==> src/hdl/assert_macros.svh <==
// Assertion macros shared by the RTL.
// Needs signals clk and arst_n in the including scope.
`ifndef ASSERT_MACROS_SVH
`define ASSERT_MACROS_SVH

// Clocked assertion, disabled while in reset.
`define ASSERT_CLK(label, prop, msg) \
	label: assert property (@(posedge clk) disable iff (!arst_n) prop) else $error(msg);

// Clocked assertion that is also checked during reset.
`define ASSERT_ALWAYS(label, prop, msg) \
	label: assert property (@(posedge clk) prop) else $error(msg);

`endif

==> src/hdl/fpmd_pkg.sv <==
// Types and constants of the fixed-point multiply/divide unit.
// No dependencies.
package fpmd_pkg;

	localparam int unsigned STEPS     = 32;
	localparam int unsigned MUL_STEPS = 16;

	typedef enum logic {
		MODE_MUL = 1'b0,
		MODE_DIV = 1'b1
	} mode_t;

	typedef enum logic [1:0] {
		ST_OK  = 2'd0,
		ST_OVF = 2'd1,
		ST_DZ  = 2'd2
	} status_t;

	typedef enum logic [2:0] {
		BOOTH_Z0  = 3'd0,
		BOOTH_P1A = 3'd1,
		BOOTH_P1B = 3'd2,
		BOOTH_P2  = 3'd3,
		BOOTH_N2  = 3'd4,
		BOOTH_N1A = 3'd5,
		BOOTH_N1B = 3'd6,
		BOOTH_Z1  = 3'd7
	} booth_t;

	typedef struct packed {
		logic               mode;
		logic signed [63:0] operand_a;
		logic signed [31:0] operand_b;
	} fpmd_in_t;

	typedef struct packed {
		logic signed [63:0] value;
		logic [1:0]         status;
	} fpmd_out_t;

	typedef struct packed {
		mode_t       mode;
		status_t     status;
		logic        neg;
		logic [63:0] acc;
		logic [31:0] op;
		logic [32:0] ext;
		logic [31:0] q;
	} fpmd_work_t;

endpackage

==> src/hdl/fpmd_pre.sv <==
// Input stage: operand checks, magnitudes and initial accumulator.
// Depends on fpmd_pkg.
module fpmd_pre #(
	parameter int unsigned FRAC_BITS = 16
) (
	input  logic                clk,
	input  logic                arst_n,
	input  logic                en,
	input  logic                in_valid,
	input  fpmd_pkg::fpmd_in_t  din,
	output logic                out_valid,
	output fpmd_pkg::fpmd_work_t dout
);
	import fpmd_pkg::*;

	logic               valid_q;
	fpmd_work_t         work_q;
	fpmd_work_t         work_d;
	logic [63:0]        mag_a;
	logic [31:0]        mag_b;
	logic signed [63:0] top;
	logic               sa;
	logic               sb;

	always_comb begin
		sa    = din.operand_a[63];
		sb    = din.operand_b[31];
		mag_a = sa ? 64'(-din.operand_a) : din.operand_a;
		mag_b = sb ? 32'(-din.operand_b) : din.operand_b;
		top   = din.operand_a >>> (64 - FRAC_BITS);
		work_d = '0;
		if (din.mode == MODE_MUL) begin
			work_d.mode   = MODE_MUL;
			work_d.status = (din.operand_a[31] ^ din.operand_a[30]) ? ST_OVF : ST_OK;
			work_d.op     = din.operand_a[31:0];
			work_d.ext    = {din.operand_b, 1'b0};
		end else begin
			work_d.mode = MODE_DIV;
			if (din.operand_b == '0)
				work_d.status = ST_DZ;
			else if (top != '0 && top != '1)
				work_d.status = ST_OVF;
			else
				work_d.status = ST_OK;
			work_d.neg = sa ^ sb;
			work_d.acc = mag_a << FRAC_BITS;
			work_d.op  = mag_b;
		end
	end

	always_ff @(posedge clk or negedge arst_n) begin
		if (!arst_n) begin
			valid_q <= 1'b0;
		end else if (en) begin
			valid_q <= in_valid;
		end
	end

	always_ff @(posedge clk) begin
		if (en && in_valid) begin
			work_q <= work_d;
		end
	end

	assign out_valid = valid_q;
	assign dout      = work_q;

endmodule

==> config.mk <==
export PLATFORM = sky130hd
export DESIGN_NAME = fpmd_pre
export DESIGN_NICKNAME = d
export VERILOG_FILES = /design/src/hdl/assert_macros.svh /design/src/hdl/fpmd_pkg.sv /design/src/hdl/fpmd_pre.sv
export SDC_FILE = /design/constraint.sdc
export NUM_CORES = 1
export LEC_CHECK = 0
export BUFFER_PORTS_ARGS = -buffer_cell sky130_fd_sc_hd__buf_2
export CAP_MARGIN = 20
export CORE_ASPECT_RATIO = 0.7
export CORE_MARGIN = 2
export CORE_UTILIZATION = 40
export DETAILED_ROUTE_END_ITERATION = 12
export PLACE_DENSITY = 0.68
export SYNTH_ARGS = -nofsm -noshare
export SYNTH_HDL_FRONTEND = slang
export SYNTH_SLANG_ARGS = --single-unit
export TNS_END_PERCENT = 1
==> constraint.sdc <==
create_clock -name clk -period 1.6 [get_ports clk]
set_input_delay 0.32 -clock clk [delete_from_list [all_inputs] [get_ports clk]]
set_output_delay 0.32 -clock clk [all_outputs]
set_load 0.05 [all_outputs]
# Yosys cells after proc, flatten, opt, wreduce, memory -nomap -nowiden
# Cells that the tools add are included.
dict set report op_classes {
  eq_ne 1
  addsub 2
  muxes 7
  reduce_logical 4
  n_bitwise 2
}
# cell n
set ops {}
lappend ops {{$mux 32} 2}
lappend ops {{$ne 64x64->1 const B} 1}
lappend ops {{$reduce_bool 64->1} 1}
lappend ops {{$mux 48} 1}
lappend ops {{$neg 48->48} 1}
lappend ops {{$logic_not 32->1} 1}
lappend ops {{$neg 32->32} 1}
lappend ops {{$mux 3} 1}
lappend ops {{$logic_and 1x1->1} 2}
lappend ops {{$mux 1} 2}
lappend ops {{$mux 2} 1}
lappend ops {{$xor 1x1->1} 2}
dict set report word_totals {
  register_bits 134
  input_bits 101
  word_cells 25
  output_inout_bits 166
}

# Depth between registers and ports, before layout
dict set report depth {
  ltp_word 5
  ltp_mapped 8
  depth_no_buf 7
}

# Worst setup path after synthesis
# No wires, ideal clock.
dict set report synth_timing {
  kind {input port to flip-flop}
  from {input in_valid}
  to {register work_q, in the netlist dout[113] (enable)}
  arrival_ns 2.985
  setup_ns 0.488
  required_time_ns 1.112
  setup_slack_ns -1.873
  path_stages 1
  cell_sequence {and2_1}
}
dict set report synth_between {
  elab_chain_len 1
}
# item line
set synth_rtl {}
lappend synth_rtl {{start, declared} fpmd_pre.sv:9} ;# input logic in_valid,
lappend synth_rtl {{$logic_and 1x1->1} fpmd_pre.sv:60} ;# if (en && in_valid) begin
lappend synth_rtl {{end signal, assigned} fpmd_pre.sv:61} ;# work_q <= work_d;
lappend synth_rtl {{end, declared} fpmd_pre.sv:17} ;# fpmd_work_t work_q;
# No other way between the ends.
# A chain may end at the register's enable or synchronous reset.

# Worst setup path after layout
dict set report layout_timing {
  from {input din[62] (netlist bit)}
  to {register work_q, in the netlist dout[157] (data pin)}
}
dict set report layout_between {
  elab_chain_len 2
}
# item line
set layout_rtl {}
lappend layout_rtl {{start, declared} fpmd_pre.sv:10} ;# input fpmd_pkg::fpmd_in_t din,
lappend layout_rtl {{$neg 48->48} fpmd_pre.sv:28} ;# mag_a = sa ? 64'(-din.operand_a) : din.operand_a;
lappend layout_rtl {{$mux 48} fpmd_pre.sv:28}
# No other way between the ends.

==> impl_results.md <==
* Outcome: finished with violations
* Violations in the final reports: negative setup slack
* Largest family of logic cells by synthesized area: simple AND/OR/NAND/NOR gates
* Initial antenna violation count at 0
* Setup-failing EPs final at 18
* Number of warning messages in the yosys log at 0
* Total global routing track utilization at 21.6%
* Final worst clock skew at 0 ns
* Cell class contributing the biggest share of worst-path delay: compound AO/OA/AOI/OAI gates
* Final net count at 1075
* Distinct cell type count of the synthesized netlist at 49
* Post-route DRC violation count at 0
* Pin count of the biggest net entering global routing at 59
* Number of rows in the core area at 40
* Count of nets left with antenna violations after detail routing at 0
* Kind of launch point of the worst setup path: input pin
* Leakage at 4.17 nW
* Number of max-cap violations at 0
* Fraction of registers with async set or reset after synthesis at 0.855%
* Data required time of the worst path at 1.77 ns
* Fraction of layout cells with a size suffix above 1 at 47.3%
* Area added between synthesis and finish at 47.3%
* Max Clk Rate at 0.563 GHz
* Sum Neg Setup Slack at -0.860 ns
* Deepest clock path buffer count at 2
* Leading cell type in the layout, fill and taps excluded: sky130_fd_sc_hd__buf_2
* Final worst-path setup slack at -0.175 ns
* Number of global-route vias before repair at 5639
* Effective utilization at floorplan at 40.6%
* Worst setup path category: input pin to flip-flop
* Number of instances in the synthesized netlist at 623
* Global-route wire length before repair at 30.3 mm
* Main area contributors after synthesis: sky130_fd_sc_hd__edfxtp_1 (50%), sky130_fd_sc_hd__buf_4 (5.3%), sky130_fd_sc_hd__xnor2_1 (5.2%)
* Portion of the post-synthesis area used by sequential elements at 50.6%
* Count of input and output buffers at 217
* Share of synthesized area spent on multiplexers at 1.17%
* Initial detailed-routing violation count at 520
* Die width at 161 um
* Number of antenna repair diodes at 0
* Leading register cell type out of synthesis: sky130_fd_sc_hd__edfxtp_1
* Routed WL per cell at 16.8 um
* CP cell instances: buf_8, inv_4, ha_4, or4b_4, o21a_1, o41ai_4, xnor2_1, and2_1
* Number of clock sinks seen by CTS at 117
* Path type of the worst min-delay path: input pin to flip-flop
* Delay of the slowest cell on the worst path at 0.47 ns
* Power density over the cells at 984 nW/um^2
* Area share of and/or/nand/nor cells after synthesis at 21.1%
* Total count of hold-check failures in the final report at 0
* Weighted congestion at the end of routability-driven global placement at 0.837
* Reg2Reg Setup Slack at 0.86 ns
* Leading area contributor after synthesis: sky130_fd_sc_hd__edfxtp_1
* Final worst-path cycle share at 111%
* Drt first pass iters at 5
* Average cell area after synthesis at 11.1 um^2
* CP Buf/Inv Count at 2
* Area share of the largest cell type after synthesis at 50.2%
* CORE AREA at 17100 um^2
* Synthesized-area fraction occupied by ao, oa, aoi and oai cells at 10.0%
* Via count at 6048
* Post-synthesis instance area at 6940 um^2
* Peak supply drop at 0.507 mV
* Die Span Y at 114 um
* Category of the worst setup path capture point: flip-flop
* Total die area at 18400 um^2
* Clock tree from TritonCTS: done
* I/O pins at 267
* #FFs+latches synth at 117
* Total grt overflow at 0
* Number of enable flip-flop cells after synthesis at 116
* Highest-delay cell along the critical path: sky130_fd_sc_hd__or4b_4
* Total wire length after detailed routing at 20.4 mm
* Routed vias/inst at 4.98
* Minimum clock period at 1.77 ns
* Cell chosen for the clock root: sky130_fd_sc_hd__clkbuf_16
* Worst-Skew Late Latency at 0.41 ns
* Clock-pin transition on the worst setup and hold timing paths at 0.06 ns
* Detailed placer's ending HPWL at 14.6 mm
* Number of slew-limit violations in the final report at 0
* Placement Setup Slack at -0.740 ns
* Number of buffers added by the clock tree synthesis step at 17
* CP max FO at 4
* Most frequent cells in the layout: sky130_fd_sc_hd__buf_2 (213), sky130_fd_sc_hd__buf_4 (129), sky130_fd_sc_hd__edfxtp_1 (116)
* Unrepaired setup endpoints after global routing: true
* H-tree depth at 4
* Fraction of the mapped netlist area in adder cells at 0.541%
* Area share of xor/xnor cells in the synthesized design at 8.84%
* Crit path arrival time at 1.95 ns
[synth_stat cells, types with 4 or more instances]
master / number
sky130_fd_sc_hd__nor2_1: 40
sky130_fd_sc_hd__o41ai_1: 9
sky130_fd_sc_hd__nor4_4: 7
sky130_fd_sc_hd__buf_1: 4
sky130_fd_sc_hd__nand4_1: 14
sky130_fd_sc_hd__inv_1: 8
sky130_fd_sc_hd__nand2_1: 35
sky130_fd_sc_hd__o31ai_1: 20
sky130_fd_sc_hd__xnor2_1: 41
sky130_fd_sc_hd__nand2b_1: 8
sky130_fd_sc_hd__a21oi_1: 31
sky130_fd_sc_hd__or3_1: 9
sky130_fd_sc_hd__nor2b_1: 34
sky130_fd_sc_hd__clkbuf_1: 25
sky130_fd_sc_hd__o31ai_2: 10
sky130_fd_sc_hd__xor2_1: 29
sky130_fd_sc_hd__buf_4: 49
sky130_fd_sc_hd__o21ai_0: 17
sky130_fd_sc_hd__mux2i_1: 7
sky130_fd_sc_hd__nand4_2: 4
sky130_fd_sc_hd__nor4_1: 9
sky130_fd_sc_hd__nor3_1: 12
sky130_fd_sc_hd__nand3_1: 6
sky130_fd_sc_hd__edfxtp_1: 116
sky130_fd_sc_hd__and2_1: 44
[state kept, by name, summed over array words and instances (netlist names)]
register,cells
dout,116
out_valid,1
[final timing paths]
| kind | start | end | cells past startpoint |
|---|---|---|---|
| min | in_valid | out_valid | 2 |
| max in group asynchronous | arst_n | out_valid | 2 |
| min reg2reg | out_valid | out_valid | 1 |
| max | din[62] | dout[157] | 8 |
| min in group asynchronous | arst_n | out_valid | 2 |
| max reg2reg | out_valid | out_valid | 1 |
[where the power goes]
part | switching (W) | leakage [nW] | internal, W
Clock | 0.00142 | 0.291 | 0.00243
Combinational | 0.00175 | 2.83 | 0.000754
Sequential | 0.0000598 | 1.05 | 0.00364
[kinds of logic (layout without fill, tap and decap cells)]
group                      after synthesis  in the layout
AOI/OAI and AO/OA                       98             98
other                                    1             49
muxes                                    8              8
adders and majority gates                3              3
and+or+nand+nor                        238            239
xor gates and xnor gates                70             70
buffers and inverters                   88            400
DFF                                    117            117
[layout make-up]
cell class                 instances  area [um^2]
fill                            1459         6850
sequential                       117         3510
multi-input combinational        467         3480
timing repair buffer             360         2310
clock buffer                      18          429
tap                              231          289
clock inverter                    14          160
inverter                           8         35.0
[per-stage QoR]
stage	instance area (um^2)	utilization, %	hold WS (ns)	cells	total power [W]
final	10200	59.9	0.153	1215	0.0101
after global routing	10200	59.9	0.151	1215	0.0104
after CTS	9960	58.4	0.136	1212	0.0101
after detailed placement	9120	53.4	0.0964	1177	0.00616
after global placement	9120	53.4	0.0957	1177	0.00614
after floorplan	7120	-	0.0244	671	0.00543
[timing repair]
action / CTS / global route
hold buffers: 1 / 0
resized for setup: 43 / 47
endpoints found under the setup margin: 36 / 53
hold endpoints to repair: 1 / 0
gates cloned: 1 / 0
pin swaps: 15 / 12
setup buffers: 1 / 3
[metal layers]
layer | vias up | share of wire (%) | global-route usage (%)
li1 | 2868 | - | -
met1 | 2905 | 44 | 28.8
met2 | 256 | 48 | 35.4
met3 | 19 | 7.4 | 5.43
met4 | 0 | 1.3 | 5.95
met5 | - | 0 | 0
Power figures use the tool's default switching activity.
