## src/hdl/assert_macros.svh

```systemverilog
// Assertion macros shared by the RTL.
// Needs signals clk and arst_n in the including scope.
`ifndef ASSERT_MACROS_SVH
`define ASSERT_MACROS_SVH

// Clocked assertion, disabled while in reset.
`define ASSERT_CLK(label, prop, msg) \
	label: assert property (@(posedge clk) disable iff (!arst_n) prop) else $error(msg);

// Clocked assertion that is also checked during reset.
`define ASSERT_ALWAYS(label, prop, msg) \
	label: assert property (@(posedge clk) prop) else $error(msg);

`endif

```

## src/hdl/fpmd_pkg.sv

```systemverilog
// Types and constants of the fixed-point multiply/divide unit.
// No dependencies.
package fpmd_pkg;

	localparam int unsigned STEPS     = 32;
	localparam int unsigned MUL_STEPS = 16;

	typedef enum logic {
		MODE_MUL = 1'b0,
		MODE_DIV = 1'b1
	} mode_t;

	typedef enum logic [1:0] {
		ST_OK  = 2'd0,
		ST_OVF = 2'd1,
		ST_DZ  = 2'd2
	} status_t;

	typedef enum logic [2:0] {
		BOOTH_Z0  = 3'd0,
		BOOTH_P1A = 3'd1,
		BOOTH_P1B = 3'd2,
		BOOTH_P2  = 3'd3,
		BOOTH_N2  = 3'd4,
		BOOTH_N1A = 3'd5,
		BOOTH_N1B = 3'd6,
		BOOTH_Z1  = 3'd7
	} booth_t;

	typedef struct packed {
		logic               mode;
		logic signed [63:0] operand_a;
		logic signed [31:0] operand_b;
	} fpmd_in_t;

	typedef struct packed {
		logic signed [63:0] value;
		logic [1:0]         status;
	} fpmd_out_t;

	typedef struct packed {
		mode_t       mode;
		status_t     status;
		logic        neg;
		logic [63:0] acc;
		logic [31:0] op;
		logic [32:0] ext;
		logic [31:0] q;
	} fpmd_work_t;

endpackage

```

## src/hdl/fpmd_post.sv

```systemverilog
// Output stage: product scaling, quotient correction and result register.
// Depends on fpmd_pkg.
module fpmd_post #(
	parameter int unsigned FRAC_BITS = 16
) (
	input  logic                 clk,
	input  logic                 arst_n,
	input  logic                 en,
	input  logic                 in_valid,
	input  fpmd_pkg::fpmd_work_t din,
	output logic                 out_valid,
	output fpmd_pkg::fpmd_out_t  dout
);
	import fpmd_pkg::*;

	logic        valid_q;
	fpmd_out_t   res_q;
	fpmd_out_t   res_d;
	logic [31:0] q1;
	logic [31:0] q2;
	logic [31:0] q3;

	always_comb begin
		q1 = {din.q[30:0], 1'b1};
		q2 = (din.acc[63] && !q1[31]) ? q1 - 32'd1 : q1;
		q3 = din.neg ? 32'(-q2) : q2;
		res_d.status = din.status;
		if (din.mode == MODE_MUL)
			res_d.value = $signed(din.acc) >>> FRAC_BITS;
		else if (din.status != ST_OK)
			res_d.value = '0;
		else
			res_d.value = {{32{q3[31]}}, q3};
	end

	always_ff @(posedge clk or negedge arst_n) begin
		if (!arst_n) begin
			valid_q <= 1'b0;
		end else if (en) begin
			valid_q <= in_valid;
		end
	end

	always_ff @(posedge clk) begin
		if (en && in_valid) begin
			res_q <= res_d;
		end
	end

	assign out_valid = valid_q;
	assign dout      = res_q;

endmodule

```

## config.mk

```make
export PLATFORM = sky130hd
export DESIGN_NAME = fpmd_post
export DESIGN_NICKNAME = d
export VERILOG_FILES = /design/src/hdl/assert_macros.svh /design/src/hdl/fpmd_pkg.sv /design/src/hdl/fpmd_post.sv
export SDC_FILE = /design/constraint.sdc
export NUM_CORES = 1
export LEC_CHECK = 0
export BUFFER_PORTS_ARGS = -buffer_cell sky130_fd_sc_hd__buf_2
export CORE_MARGIN = 2
export CORE_UTILIZATION = 38
export CTS_CLUSTER_SIZE = 28
export DETAILED_ROUTE_END_ITERATION = 16
export PLACE_DENSITY = 0.78
export SLEW_MARGIN = 30
export SYNTH_ARGS = -nofsm -noshare
export SYNTH_HDL_FRONTEND = slang
export SYNTH_SLANG_ARGS = --single-unit
```

## constraint.sdc

```tcl
create_clock -name clk -period 0.8 [get_ports clk]
set_input_delay 0.08 -clock clk [delete_from_list [all_inputs] [get_ports clk]]
set_output_delay 0.08 -clock clk [all_outputs]
set_load 0.01 [all_outputs]
```

# Word-level counts from Yosys, hierarchy flattened
# Cells that the tools add are included.
# classes
reduce_logical	4
add_sub_neg	2
n_mux	4
# op_table
cell	n
$mux 64	2
$mux 32	2
$neg 32->32	1
$sub 32x1->32 const B	1
$logic_and 1x1->1	2
$reduce_bool 2->1	1
$logic_not 1->1	1
# totals
register_bits	67
input_bits	169

# Depth between registers and ports, before layout
# logic_depth
word_depth	7
mapped_depth	9
mapped_depth_nobuf	7

# Worst setup path after synthesis
# Ideal clock, no wire load.
# synth_path
path_kind	input to register
from	input din[160] (netlist name)
to	register res_q (netlist bit dout[32]), data pin
arrival_time_ns	2.084
required_ns	0.530
stages	8
path_slack_ns	-1.554
n_path_buf	1
cell_sequence	inv_1 nor2_1 ha_1 or3b_2 buf_2 or4_4 o21a_1 or3b_2
# synth_rtl
item	line	rtl
start, declared	fpmd_post.sv:10	input fpmd_pkg::fpmd_work_t din,
end signal, assigned	fpmd_post.sv:46	res_q <= res_d;
end, declared	fpmd_post.sv:17	fpmd_out_t res_q;

# Worst setup path in the final report
# layout_path
from	input din[1] (netlist name)
to	register res_q (netlist bit dout[64]), data pin
# layout_between
elab_chain_cells	6
# layout_rtl
item	line	rtl
$sub 32x1->32	fpmd_post.sv:25	q2 = (din.acc[63] && !q1[31]) ? q1 - 32'd1 : q1;
$mux 32 (*)	fpmd_post.sv:25	
$neg 32->32	fpmd_post.sv:26	q3 = din.neg ? 32'(-q2) : q2;
$mux 32 (*)	fpmd_post.sv:26	
$mux 64 (*)	fpmd_post.sv:30	else if (din.status != ST_OK)
$mux 64 (*)	fpmd_post.sv:28	if (din.mode == MODE_MUL)
# Mark *: on every way between the ends. The rest lies on a longest branch, timed or not.
# A chain may end at the register's enable or synchronous reset.

==> metrics.sh <==
TIMING.RR.START='out_valid'
DRCVIOLATIONCOUNT=0
P_SWITCHING_mW=1.90
CTSLONGESTPATHBUFFERS=2
CLOCK_SINK_COUNT=51
CTS_MADE_BUFFERS=5
BOUNDARYPINS=236
POST_SYNTH_AND_OR_NAND_NOR_AREA_FRACTION=0.217
CORE_AREA_MM2=0.00859
WORST_SLEW_MARGIN_REL=0.709
TIMING.FINAL.CRIT_SHARE=2.28
LEAKAGE_nW=2.19
DR.FIRST_ITER.DRC_COUNT=182
CPPEAKSTAGEDELAY_NS=0.62
MUXSHAREOFSYNTHAREA=0.00643
NETLIST_TOP_CELLS_AREA='sky130_fd_sc_hd__edfxtp_1 45%, sky130_fd_sc_hd__buf_4 3.6%, sky130_fd_sc_hd__o21ai_0 3.3%, sky130_fd_sc_hd__or4_1 3.0%, sky130_fd_sc_hd__xnor2_1 2.9%'
ROUTED_LEN_INST_UM=17.4
CRITICAL_PATH.STARTPOINT_TYPE='input pin'
FP.DIEH_UM=97.3
HOLD_PATH_DEPTH=2
TIMING.CRITICAL_PATH.SLOWEST_STAGE_CELL='sky130_fd_sc_hd__or4_4'
SYNTHCELLS=332
YOSYSWARNINGCOUNT=0
FAILING_CHECKS='setup timing'
TIMING.HOLD.WORST_ENDPOINT='out_valid'
FINALSETUPVIOLCOUNT=113
PEAKVDDDROP_mV=0.606
SYNTH_XOR_XNOR_AREA_SHARE=0.0318
STARTING_DENSITY_OF_THE_CORE=0.385
FIN_AREA_MM2=0.00514
GR-TOTAL-OVERFLOW=0
CP_CELL_SEQUENCE='buf_6, or4b_4, or4_4, o311ai_4, buf_12, o21ai_0'
MIN_PERIOD_NS=1.82
FIN_WORST_SKEW_NS=0
CTS_ROOT_BUFFER='sky130_fd_sc_hd__clkbuf_8'
FMAXACHIEVABLE_GHz=0.549
AREA_GROWTH_PCT=55.5
SYNTH_CELL_TYPES=44
COMBINATIONAL_FAMILY_WITH_THE_MOST_AREA_AFTER_SYNTHESIS='simple AND/OR/NAND/NOR gates'
FINALWEIGHTEDCONGESTION=0.858
GRT_USAGE=0.229
CP_DATA_REQUIRED_TIME_NS=0.86
FIRST_GLOBAL_VIAS=3552
REPORT.FINAL.HOLD_VIOL_COUNT=0
WORST-R2R-SETUP-SLACK_NS=-0.08
SYN_AREA_PER_CELL_UM2=9.96
PLACED_AREA_MM2=0.00472
WORST-PATH-MAX-FANOUT=17
NETLIST_AREA_MM2=0.00331
HOLDCRITSTARTPOINT='in_valid'
REG2REG_TO='out_valid'
SYNTH_TOP_FLOP_CELL='sky130_fd_sc_hd__edfxtp_1'
DESIGN.FINAL.NETS=710
FP.DIEAREA_MM2=0.00946
TIGHTESTPINTRANSITION_NS=0.432
FINAL_CORE_UTIL=0.598
RR_WORST_DEPTH=2
CELL_INTERNAL_PWR_mW=4.73
POST_ROUTE_CELLS_DRIVE_ABOVE_1_SHARE=0.551
CTSHTREEMAXLEVEL=2
WORSTSKEWPAIRLATENCY_NS=0.30
HP-CLASS='input pin to flip-flop'
POST_SYNTH_TOP_AREA_SHARE=0.454
CRITICAL_PATH_BUF_INV_COUNT=2
SETUP_TNS_NS=-49.87
N_ANTENNA_CELL=0
CLK_TRANSITION_REPORTED_PATHS_NS=0.10
SYNTHESIS.NETS=502
FIRSTDRTPASSITERS=4
SYNTH_ENABLE_FLOP_CELLS=50
DRT_WL_TOTAL_UM=11300
GRT_MAX_DEGREE=28
PLACEMENT.IO_BUFFERS=153
YOSYS.AREA_SHARE.ADDER=0.00379
TIMING_MAX_TRANSITION_VIOLATIONS_FINAL=0
MAX_CAP_VIOL_COUNT=0
ASYNC_RESET_FF_FRAC=0.0196
GRT_ANTENNA_BEFORE_REPAIR=0
CRITICAL_PATH.TOP_DELAY_FAMILY='simple AND/OR/NAND/NOR gates'
POWER.SEQUENTIAL.FRACTION=0.486
CP-END-KIND='flip-flop'
SETUP.WORST_PATH.CLASS='input pin to flip-flop'
CORE.ROWCOUNT=34
GRT_FIRST_PASS_WIRELENGTH_UM=17700
DIE_X_UM=97.3
CLOCKPOWERSHARE=0.248
SYNTH_COMPOUND_GATE_AREA_SHARE=0.178
WORSTPATHARRIVAL_NS=1.89
POWER_DENSITY_mW_PER_MM2=1290
OUTCOME='complete, but fails checks'
GRT_SETUP_UNREPAIRED='yes'
DP_HPWL_UM=8430
YS_SEQ_AREA_FRAC=0.462
SW_FRAC_OF_TOTAL=0.286
SYNTH_TOP_CELL_BY_AREA='sky130_fd_sc_hd__edfxtp_1'
CLOCK_TREE_FROM_TRITONCTS='yes'
ANTENNA_VIOLATING_NETS_POST_ROUTE=0
NUM_VIAS=3610
LOGIC_PWR_SHARE=0.266
FLOPS_LATCHES_SYNTH=51
VIASPERCELL=5.56
FINALWORSTSETUPSLACK_NS=-1.02
layout by cell type, fill, tap and decap left out, types with 5 or more instances in the layout:
master,count
sky130_fd_sc_hd__or3_1,6
sky130_fd_sc_hd__nand2_1,11
sky130_fd_sc_hd__buf_2,148
sky130_fd_sc_hd__nor4_1,6
sky130_fd_sc_hd__clkbuf_8,6
sky130_fd_sc_hd__or4_4,10
sky130_fd_sc_hd__edfxtp_1,50
sky130_fd_sc_hd__xnor2_1,11
sky130_fd_sc_hd__nor3_1,14
sky130_fd_sc_hd__or4_1,7
sky130_fd_sc_hd__buf_6,8
sky130_fd_sc_hd__buf_4,78
sky130_fd_sc_hd__o21ai_1,19
sky130_fd_sc_hd__a32oi_1,10
sky130_fd_sc_hd__nand3_1,12
sky130_fd_sc_hd__inv_1,23
sky130_fd_sc_hd__or2_2,5
sky130_fd_sc_hd__and3_1,7
sky130_fd_sc_hd__nor2_1,10
sky130_fd_sc_hd__a22o_1,10
sky130_fd_sc_hd__nand2b_1,5
sky130_fd_sc_hd__buf_12,6
sky130_fd_sc_hd__nand4_1,8
per-layer routing:
layer	part of all wire	global-route usage	wire length (µm)	vias to the layer above
met5	0	0	0	-
met4	0.017	0.0556	191	0
met3	0.066	0.0331	746	19
met2	0.49	0.399	5570	172
met1	0.43	0.303	4810	1728
li1	-	-	-	1691
worst max path at each step:
stage               cells past startpoint  slack (ns)   start  endpoint
floorplan                               5       -1.27  din[6]  dout[32]
global placement                        6       -1.38  din[6]  dout[64]
detailed placement                      6       -1.40  din[6]  dout[37]
CTS                                     6       -1.01  din[1]  dout[37]
global route                            6       -1.05  din[1]  dout[42]
finish                                  6       -1.02  din[1]  dout[64]
cells in the mapped netlist, drive strengths merged, types with 5 or more instances:
cell    instances
edfxtp         50
inv            25
buf            23
o21ai          22
clkbuf         20
nand3          16
or4            16
nor3           14
nand2          12
nor2           11
xnor2          11
a22o           10
a32oi          10
nor4           10
nand4           8
or3             8
and3            7
nand2b          5
o31ai           5
or2             5
power groups by stage:
stage               clock network (mW)  registers, mW  logic [mW]
floorplan                            0           3.40       0.698
global placement                     0           3.28        1.58
detailed placement                   0           3.28        1.62
CTS                               1.69           3.22        1.72
global route                      1.77           3.24        1.89
finish                            1.64           3.22        1.76
worst register-to-register path, cell delays in order (launching register included):
cell and delay (ns):
sky130_fd_sc_hd__dfrtp_1 0.39, sky130_fd_sc_hd__buf_4 0.13, sky130_fd_sc_hd__mux2_4 0.25
what timing repair did:
| item | CTS | global route |
|---|---|---|
| endpoints found under the setup margin | 113 | 114 |
| pin swaps | 11 | 5 |
| hold buffers | 3 | 0 |
| hold endpoints to repair | 3 | 0 |
| gates resized for setup | 31 | 17 |
| buffers inserted | 3 | 1 |
| gates cloned | 1 | 0 |
per-stage QoR:
step / worst slack (ns) / power, mW / instances / hold slack (ns)
2_1_floorplan: -1.27 / 4.10 / 332 / -0.216
3_3_place_gp: -1.38 / 4.86 / 633 / -0.142
3_5_place_dp: -1.40 / 4.90 / 633 / -0.141
4_1_cts: -1.01 / 6.63 / 648 / 0.0101
5_1_grt: -1.05 / 6.90 / 649 / 0.0187
6_report: -1.02 / 6.63 / 649 / 0.0196
cell families (layout without fill, tap and decap cells):
group                      Yosys count  count (layout)
AOI/OAI and AO/OA                   76              76
xor gates and xnor gates            12              12
adders and majority gates            1               1
buffers and inverters               68             276
DFF                                 51              51
muxes                                2               2
and+or+nand+nor                    122             123
registers in the layout, summed over array words and instances, names as in the netlist:
signal and flops:
out_valid 1, dout 50
area by class of cell:
class,count,area [µm²]
inverters,25,98.8
multi-input cells,214,1710
fillers,717,3450
clock inverters,2,16.3
repair buffers,243,1570
well taps,108,135
flip-flops and latches,51,1530
clock buffers,6,82.6
Note: power is estimated with default switching activity, not from simulation.
