`src/hdl/assert_macros.svh`:
```
// Assertion macros shared by the RTL.
// Needs signals clk and arst_n in the including scope.
`ifndef ASSERT_MACROS_SVH
`define ASSERT_MACROS_SVH

// Clocked assertion, disabled while in reset.
`define ASSERT_CLK(label, prop, msg) \
	label: assert property (@(posedge clk) disable iff (!arst_n) prop) else $error(msg);

// Clocked assertion that is also checked during reset.
`define ASSERT_ALWAYS(label, prop, msg) \
	label: assert property (@(posedge clk) prop) else $error(msg);

`endif

```
`src/hdl/fpmd_pkg.sv`:
```
// Types and constants of the fixed-point multiply/divide unit.
// No dependencies.
package fpmd_pkg;

	localparam int unsigned STEPS     = 32;
	localparam int unsigned MUL_STEPS = 16;

	typedef enum logic {
		MODE_MUL = 1'b0,
		MODE_DIV = 1'b1
	} mode_t;

	typedef enum logic [1:0] {
		ST_OK  = 2'd0,
		ST_OVF = 2'd1,
		ST_DZ  = 2'd2
	} status_t;

	typedef enum logic [2:0] {
		BOOTH_Z0  = 3'd0,
		BOOTH_P1A = 3'd1,
		BOOTH_P1B = 3'd2,
		BOOTH_P2  = 3'd3,
		BOOTH_N2  = 3'd4,
		BOOTH_N1A = 3'd5,
		BOOTH_N1B = 3'd6,
		BOOTH_Z1  = 3'd7
	} booth_t;

	typedef struct packed {
		logic               mode;
		logic signed [63:0] operand_a;
		logic signed [31:0] operand_b;
	} fpmd_in_t;

	typedef struct packed {
		logic signed [63:0] value;
		logic [1:0]         status;
	} fpmd_out_t;

	typedef struct packed {
		mode_t       mode;
		status_t     status;
		logic        neg;
		logic [63:0] acc;
		logic [31:0] op;
		logic [32:0] ext;
		logic [31:0] q;
	} fpmd_work_t;

endpackage

```
`src/hdl/fpmd_cell.sv`:
```
// One step cell: a Booth radix-4 step or a non-restoring divide step.
// Depends on fpmd_pkg.
module fpmd_cell #(
	parameter int unsigned IDX = 0
) (
	input  logic                 clk,
	input  logic                 arst_n,
	input  logic                 en,
	input  logic                 in_valid,
	input  fpmd_pkg::fpmd_work_t din,
	output logic                 out_valid,
	output fpmd_pkg::fpmd_work_t dout
);
	import fpmd_pkg::*;

	logic        valid_q;
	fpmd_work_t  work_q;
	fpmd_work_t  work_d;
	logic [31:0] addend;
	logic [31:0] hi;

	always_comb begin
		work_d = din;
		addend = '0;
		hi     = '0;
		if (din.mode == MODE_MUL) begin
			if (IDX < MUL_STEPS) begin
				case (booth_t'(din.ext[2:0]))
					BOOTH_P1A, BOOTH_P1B: addend = din.op;
					BOOTH_P2:             addend = {din.op[30:0], 1'b0};
					BOOTH_N2:             addend = 32'(-{din.op[30:0], 1'b0});
					BOOTH_N1A, BOOTH_N1B: addend = 32'(-din.op);
					default:              addend = '0;
				endcase
				hi = din.acc[63:32] + addend;
				work_d.acc = {hi[31], hi[31], hi, din.acc[31:2]};
				work_d.ext = {2'b00, din.ext[32:2]};
			end
		end else begin
			if (!din.acc[63]) begin
				hi = din.acc[62:31] - din.op;
				work_d.q = {din.q[30:0], 1'b1};
			end else begin
				hi = din.acc[62:31] + din.op;
				work_d.q = {din.q[30:0], 1'b0};
			end
			work_d.acc = {hi, din.acc[30:0], 1'b0};
		end
	end

	always_ff @(posedge clk or negedge arst_n) begin
		if (!arst_n) begin
			valid_q <= 1'b0;
		end else if (en) begin
			valid_q <= in_valid;
		end
	end

	always_ff @(posedge clk) begin
		if (en && in_valid) begin
			work_q <= work_d;
		end
	end

	assign out_valid = valid_q;
	assign dout      = work_q;

endmodule

```
`config.mk`:
```
export PLATFORM = sky130hd
export DESIGN_NAME = fpmd_cell
export DESIGN_NICKNAME = d
export VERILOG_FILES = /design/src/hdl/assert_macros.svh /design/src/hdl/fpmd_pkg.sv /design/src/hdl/fpmd_cell.sv
export SDC_FILE = /design/constraint.sdc
export NUM_CORES = 1
export LEC_CHECK = 0
export ABC_AREA = 1
export BUFFER_PORTS_ARGS = -buffer_cell sky130_fd_sc_hd__buf_4
export CORE_MARGIN = 3
export CORE_UTILIZATION = 54
export CTS_CLUSTER_SIZE = 30
export DETAILED_ROUTE_END_ITERATION = 7
export PLACE_DENSITY_LB_ADDON = 0.12
export SLEW_MARGIN = 5
export SYNTH_ARGS = -nofsm -noshare
export SYNTH_HDL_FRONTEND = slang
export SYNTH_SLANG_ARGS = --single-unit
```
`constraint.sdc`:
```
create_clock -name clk -period 0.8 [get_ports clk]
set_input_delay 0 -clock clk [delete_from_list [all_inputs] [get_ports clk]]
set_output_delay 0 -clock clk [all_outputs]
set_load 0.01 [all_outputs]
```
==> impl_summary.log, run 1 <==
[metrics] Post-synth top flop: sky130_fd_sc_hd__edfxtp_1
[metrics] post-synth net total: about 1800
[metrics] tool error: [ERROR DPL-0038] Utilization greater than 100%, impossible to legalize
[metrics] Post CTS Setup Buffer Count: 53
[metrics] stopping stage: clock tree synthesis
[metrics] Syn Std Cell Area: around 0.012 sq mm
[metrics] y dimension of the die: roughly 150 um
[metrics] number of buffers added by the clock tree synthesis step: 17
[metrics] Post-Synthesis Mean Instance Area: 7.69 sq um
[metrics] HPWL after detailed placement: 44.6 mm
[metrics] post-cts sizing count: 374
[metrics] number of register bits inferred by synthesis: roughly 170
[metrics] CTS sink count: about 170
[metrics] count of input and output buffers: 334
[metrics] global placer's final weighted congestion: between 1 and 1.5
[metrics] post-placement worst setup slack: -2720 ps
[metrics] sequential share of the synthesized area: between 40% and 50%
[metrics] depth of the CTS H-tree: 4
[metrics] num ports: ~340
[metrics] number of enable-type register cells in the synthesized netlist: about 170
[metrics] initial standard-cell utilization of the core: between 50% and 60%
[metrics] number of placement rows: 53
[metrics] count of yosys warnings during synthesis: 0
[metrics] Synth async-reset ratio: less than 1%
[metrics] Root Buffer: sky130_fd_sc_hd__clkbuf_16
[metrics] Bufs on Longest Clock Path: 2
[metrics] cell count after placement: approximately 2500
[metrics] die width: 155 um
[metrics] number of different library cells in the post-synthesis netlist: 48
[metrics] gate count after technology mapping: between 1500 and 2000
[metrics] outcome: aborted with a tool error
[metrics] quantity of hold-fixing buffers added after cts: roughly 130
logic make-up after synthesis:
| kind of cell | count (synthesis) | synth area share (%) |
|---|---|---|
| fa+ha+maj | 65 | 6.92 |
| buf+inv | 217 | 6.85 |
| compound gates | 391 | 18.0 |
| xor+xnor | 26 | 1.97 |
| flops | 166 | 41.6 |
| simple gates | 692 | 24.6 |
through the flow:
step / setup TNS, ps / hold WS (ps) / area (sq um) / utilization [%]
floorplan: -394910 / -296 / 12600 / -
global placement: -91380 / -225 / 17900 / 83.5
detailed placement: -108980 / -222 / 17900 / 83.5
synth_stat cells (all sizes together) (6+ instances only):
cell | instances | area [sq um]
inv | 171 | 642
nand2 | 444 | 1670
buf | 6 | 27.5
o22ai | 9 | 56.3
nor3 | 14 | 70.1
edfxtp | 165 | 4950
a21o | 9 | 67.6
xor2 | 22 | 200
nand3b | 11 | 82.6
ha | 63 | 788
o21a | 11 | 82.6
nand3 | 81 | 440
a21oi | 106 | 531
clkbuf | 38 | 143
o21ai | 218 | 1100
o21bai | 7 | 56.3
nand4 | 14 | 103
o2111ai | 16 | 140
nor2 | 119 | 523
==> run 2: changes to the inputs <==
--- a/config.mk
+++ b/config.mk
@@ -8,10 +8,9 @@
 export ABC_AREA = 1
 export BUFFER_PORTS_ARGS = -buffer_cell sky130_fd_sc_hd__buf_4
 export CORE_MARGIN = 3
-export CORE_UTILIZATION = 54
-export CTS_CLUSTER_SIZE = 30
+export CORE_UTILIZATION = 40
 export DETAILED_ROUTE_END_ITERATION = 7
-export PLACE_DENSITY_LB_ADDON = 0.12
+export PLACE_DENSITY_LB_ADDON = 0.15
 export SLEW_MARGIN = 5
 export SYNTH_ARGS = -nofsm -noshare
 export SYNTH_HDL_FRONTEND = slang
==> run 2 against run 1 <==
  * The flow now finishes, with violations (setup timing)
  * Synthesized area is the same
  * Synthesized cell count stayed put
==> impl_summary.log, run 2 <==
[metrics] CTS sink count: 166 (unchanged)
[metrics] power per cell area: 1530 mW/mm^2
[metrics] outcome: finished with violations
[metrics] Root Buffer: sky130_fd_sc_hd__clkbuf_16
[metrics] achievable frequency: approximately 370 MHz
[metrics] detailed-route wire length: approximately 56 mm
[metrics] layout overhead on the synthesized area: 91.6%
[metrics] total core area: about 0.029 sq mm
[metrics] number of antenna violations at the first check in global routing: 1
[metrics] delay of the slowest critical-path stage: 380 ps
[metrics] commonest non-fill, non-tap cell in the layout: sky130_fd_sc_hd__buf_4
[metrics] synth top area cells: sky130_fd_sc_hd__edfxtp_1 41%, sky130_fd_sc_hd__nand2_1 14%, sky130_fd_sc_hd__o21ai_0 8.7%
[metrics] global placer's final weighted congestion: 0.921 (-9.3%)
[metrics] crit start category: input port
[metrics] crit path capture: dout[157]
[metrics] Worst Skew: 0 ps
[metrics] number of buffers added by the clock tree synthesis step: 17 (unchanged)
[metrics] met2 Track Usage GR: roughly 59%
[metrics] Non-Filler Instances: around 2800
[metrics] via density per instance: approximately 5.3
[metrics] number of register bits inferred by synthesis: 166 (unchanged)
[metrics] worst skew pair latency: between 400 and 500 ps
[metrics] Critical Path AT: 2910 ps
[metrics] global-route track usage on met1: between 30% and 40%
[metrics] aggregate global-route resource usage: between 30% and 40%
[metrics] worst setup path class: in2reg
[metrics] biggest area consumer among synthesized cells: sky130_fd_sc_hd__edfxtp_1
[metrics] slowest cell on the critical path: sky130_fd_sc_hd__a221o_1
[metrics] worst relative slew slack: between 70% and 80%
[metrics] beginning of the critical path: din[65]
[metrics] endpoints failing setup: roughly 370
[metrics] num ports: 335 (unchanged)
[metrics] worst hold slack: a little over 40 ps
[metrics] # Max-Cap Violations: 0
[metrics] Seq. cell area: around 0.0050 sq mm
[metrics] transition time of the tightest slew-check pin: 427 ps
[metrics] HPWL after detailed placement: 38.8 mm (-13%)
[metrics] Post-Synthesis Mean Instance Area: 7.69 sq um (unchanged)
[metrics] post-synth net total: 1791 (unchanged)
[metrics] number of enable-type register cells in the synthesized netlist: 165 (unchanged)
[metrics] final-report max-slew violation count: 0
[metrics] Post-synth top flop: sky130_fd_sc_hd__edfxtp_1
[metrics] number of flip-flops under the largest register name: roughly 170
[metrics] violated checks: setup timing
[metrics] worst hold stages: 4
[metrics] area occupied by multi-input gates: between 0.008 and 0.009 sq mm
[metrics] count of input and output buffers: 334 (unchanged)
[metrics] gate count after technology mapping: 1557 (unchanged)
[metrics] Post-DRT Antenna Nets: 0
[metrics] fin crit share: 338%
[metrics] clock tree from TritonCTS: yes
[metrics] slack of the worst reg-to-reg path: ~20 ps
[metrics] pin count of the biggest net entering global routing: 36
[metrics] number of placement rows: 62 (+17%)
[metrics] sequential share of the synthesized area: 41.6% (unchanged)
[metrics] cell count after placement: 2586 (+4.4%)
[metrics] depth of the CTS H-tree: 4 (unchanged)
[metrics] peak fanout along the critical path: 4
[metrics] Detailed Routing Iterations Pass 1: 6
[metrics] most frequent cell after synthesis: sky130_fd_sc_hd__nand2_1
[metrics] # DRC: 0
[metrics] cell leakage power: 10.2 nW
[metrics] number of cells traversed by the worst register-to-register path: 3
[metrics] ordered cell list for the critical path: buf_6 > clkinvlp_4 > buf_4 > nand3_4 > nor2_4 > buf_6 > nand3_4 > xor2_2 > inv_1 > a221o_1 > ha_4 > buf_4 > nand2_1 > nor2_2 > nand3_1 > nand2_2 > nand3_2 > nand2_1 > nand2_1 > nand3_2 > nand2_1
[metrics] number of different library cells in the post-synthesis netlist: 48 (unchanged)
[metrics] via total after detailed routing: between 15000 and 20000
[metrics] fill cell count: roughly 1900
[metrics] layout cell share with drive strength beyond 1: 47.9%
[metrics] share of the synthesized area in the top cell type: 41.4% (unchanged)
[metrics] post-placement worst setup slack: -2630 ps (+86.7 ps)
[metrics] total global routing overflow: 0
[metrics] Req. time, crit path: 1000 ps
[metrics] Bufs on Longest Clock Path: 2 (unchanged)
[metrics] number of violations reported at the end of detailed-routing iteration 0: roughly 1300
[metrics] most used cells in the layout excluding fill and tap cells: 553 x sky130_fd_sc_hd__buf_4, 368 x sky130_fd_sc_hd__nand2_1, 191 x sky130_fd_sc_hd__buf_6
[metrics] y dimension of the die: 179 um (+16%)
[metrics] count of yosys warnings during synthesis: 0 (unchanged)
[metrics] Crit Reg-Reg Endpoint: out_valid
[metrics] Setup WS post-layout: -1910 ps
[metrics] worst reg2reg startpoint: out_valid
[metrics] HP Class: in2reg
[metrics] Most common cell on crit path: sky130_fd_sc_hd__nand2_1
[metrics] total power: about 0.035 W
[metrics] IR drop worst, VDD: around 1.3 mV
[metrics] most numerous cell types in the synthesized netlist: 442 x sky130_fd_sc_hd__nand2_1, 207 x sky130_fd_sc_hd__o21ai_0, 168 x sky130_fd_sc_hd__inv_1
[metrics] via count of the first global-routing pass: approximately 15000
[metrics] die width: 179 um (+16%)
[metrics] clock transition at the registers of the reported paths: ~80 ps
[metrics] busiest layer in global routing: met2
[metrics] detail-routed net length per standard cell: 19.9 um
[metrics] final hold violation count: 0
[metrics] Nets: 2661
[metrics] setup repair after global routing missed its margin: yes
[metrics] Syn Std Cell Area: 0.0120 sq mm (unchanged)
[metrics] global-route wire length before repair: about 80 mm
[metrics] Global Route met3 Usage: between 4 and 5%
[metrics] initial standard-cell utilization of the core: 41.1% (-15 points)
[metrics] Synth async-reset ratio: 0.602% (unchanged)
[metrics] type of element capturing the critical path: flop
[metrics] Die ar.: 0.0320 sq mm
[metrics] min cycle time layout: 2710 ps
==> run 2: cell counts after synthesis <==
Identical to the previous run, type by type.
==> run 2: worst min-delay path by stage <==
stage	start	endpoint
after floorplan	arst_n	out_valid
after global placement	arst_n	out_valid
after detailed placement	arst_n	out_valid
after CTS	in_valid	out_valid
after global routing	din[129]	dout[127]
final	din[129]	dout[127]
==> run 2: power by group <==
part | total [W] | leakage (nW) | switching [W] | internal, W
sequential | 0.0108 | 1.54 | 0.000360 | 0.0105
combinational | 0.0153 | 8.38 | 0.00770 | 0.00756
clock | 0.00901 | 0.302 | 0.00444 | 0.00457
total | 0.0351 | 10.2 | 0.0125 | 0.0226
==> run 2: kinds of logic after synthesis <==
family          after synthesis  synth area share [%]
fa+ha+maj                    65                  6.92
buf+inv                     217                  6.85
flops                       166                  41.6
simple gates                692                  24.6
xor+xnor                     26                  1.97
compound gates              391                  18.0
==> run 2: final cells by class <==
class | count | share of cell area [%]
Clock inverter | 15 | 0.878
Timing Repair Buffer | 895 | 34.7
Tap cell | 384 | 2.10
Multi-Input combinational cell | 1174 | 35.8
Clock buffer | 17 | 1.86
Inverter | 173 | 2.95
Sequential cell | 166 | 21.7
Antenna cell | 1 | 0.0109
==> run 2: critical path, delay by kind of cell <==
kind            cells  cell delay [ps]
simple gates       12             1330
buf+inv             6              680
fa+ha+maj           1              320
compound gates      1              380
xor+xnor            1              180
==> run 2: metal layers <==
| layer | vias up | part of all wire (%) |
|---|---|---|
| met2 | 734 | 51 |
| li1 | 7091 | - |
| met1 | 7104 | 37 |
| met3 | 183 | 6.6 |
| met4 | 0 | 5.4 |
| met5 | - | 0 |
==> run 2: what timing repair did <==
action                                 in CTS  in global routing
endpoints found under the hold margin     136                  2
setup endpoints to repair                 200                365
setup buffers                              40                 36
resized for setup                         286                309
hold buffers                              136                  2
pin swaps                                  83                123
==> run 2: per-stage QoR <==
stage / util, % / instance area (sq um) / TNS, ps
4_1_cts: 73.5 / 21400 / -131340
5_1_grt: 78.8 / 22900 / -150460
3_3_place_gp: 61.9 / 18000 / -98830
2_1_floorplan: - / 12600 / -394910
3_5_place_dp: 61.9 / 18000 / -101700
6_report: 78.8 / 22900 / -141660
No activity file was read; power rests on OpenSTA's default activity.
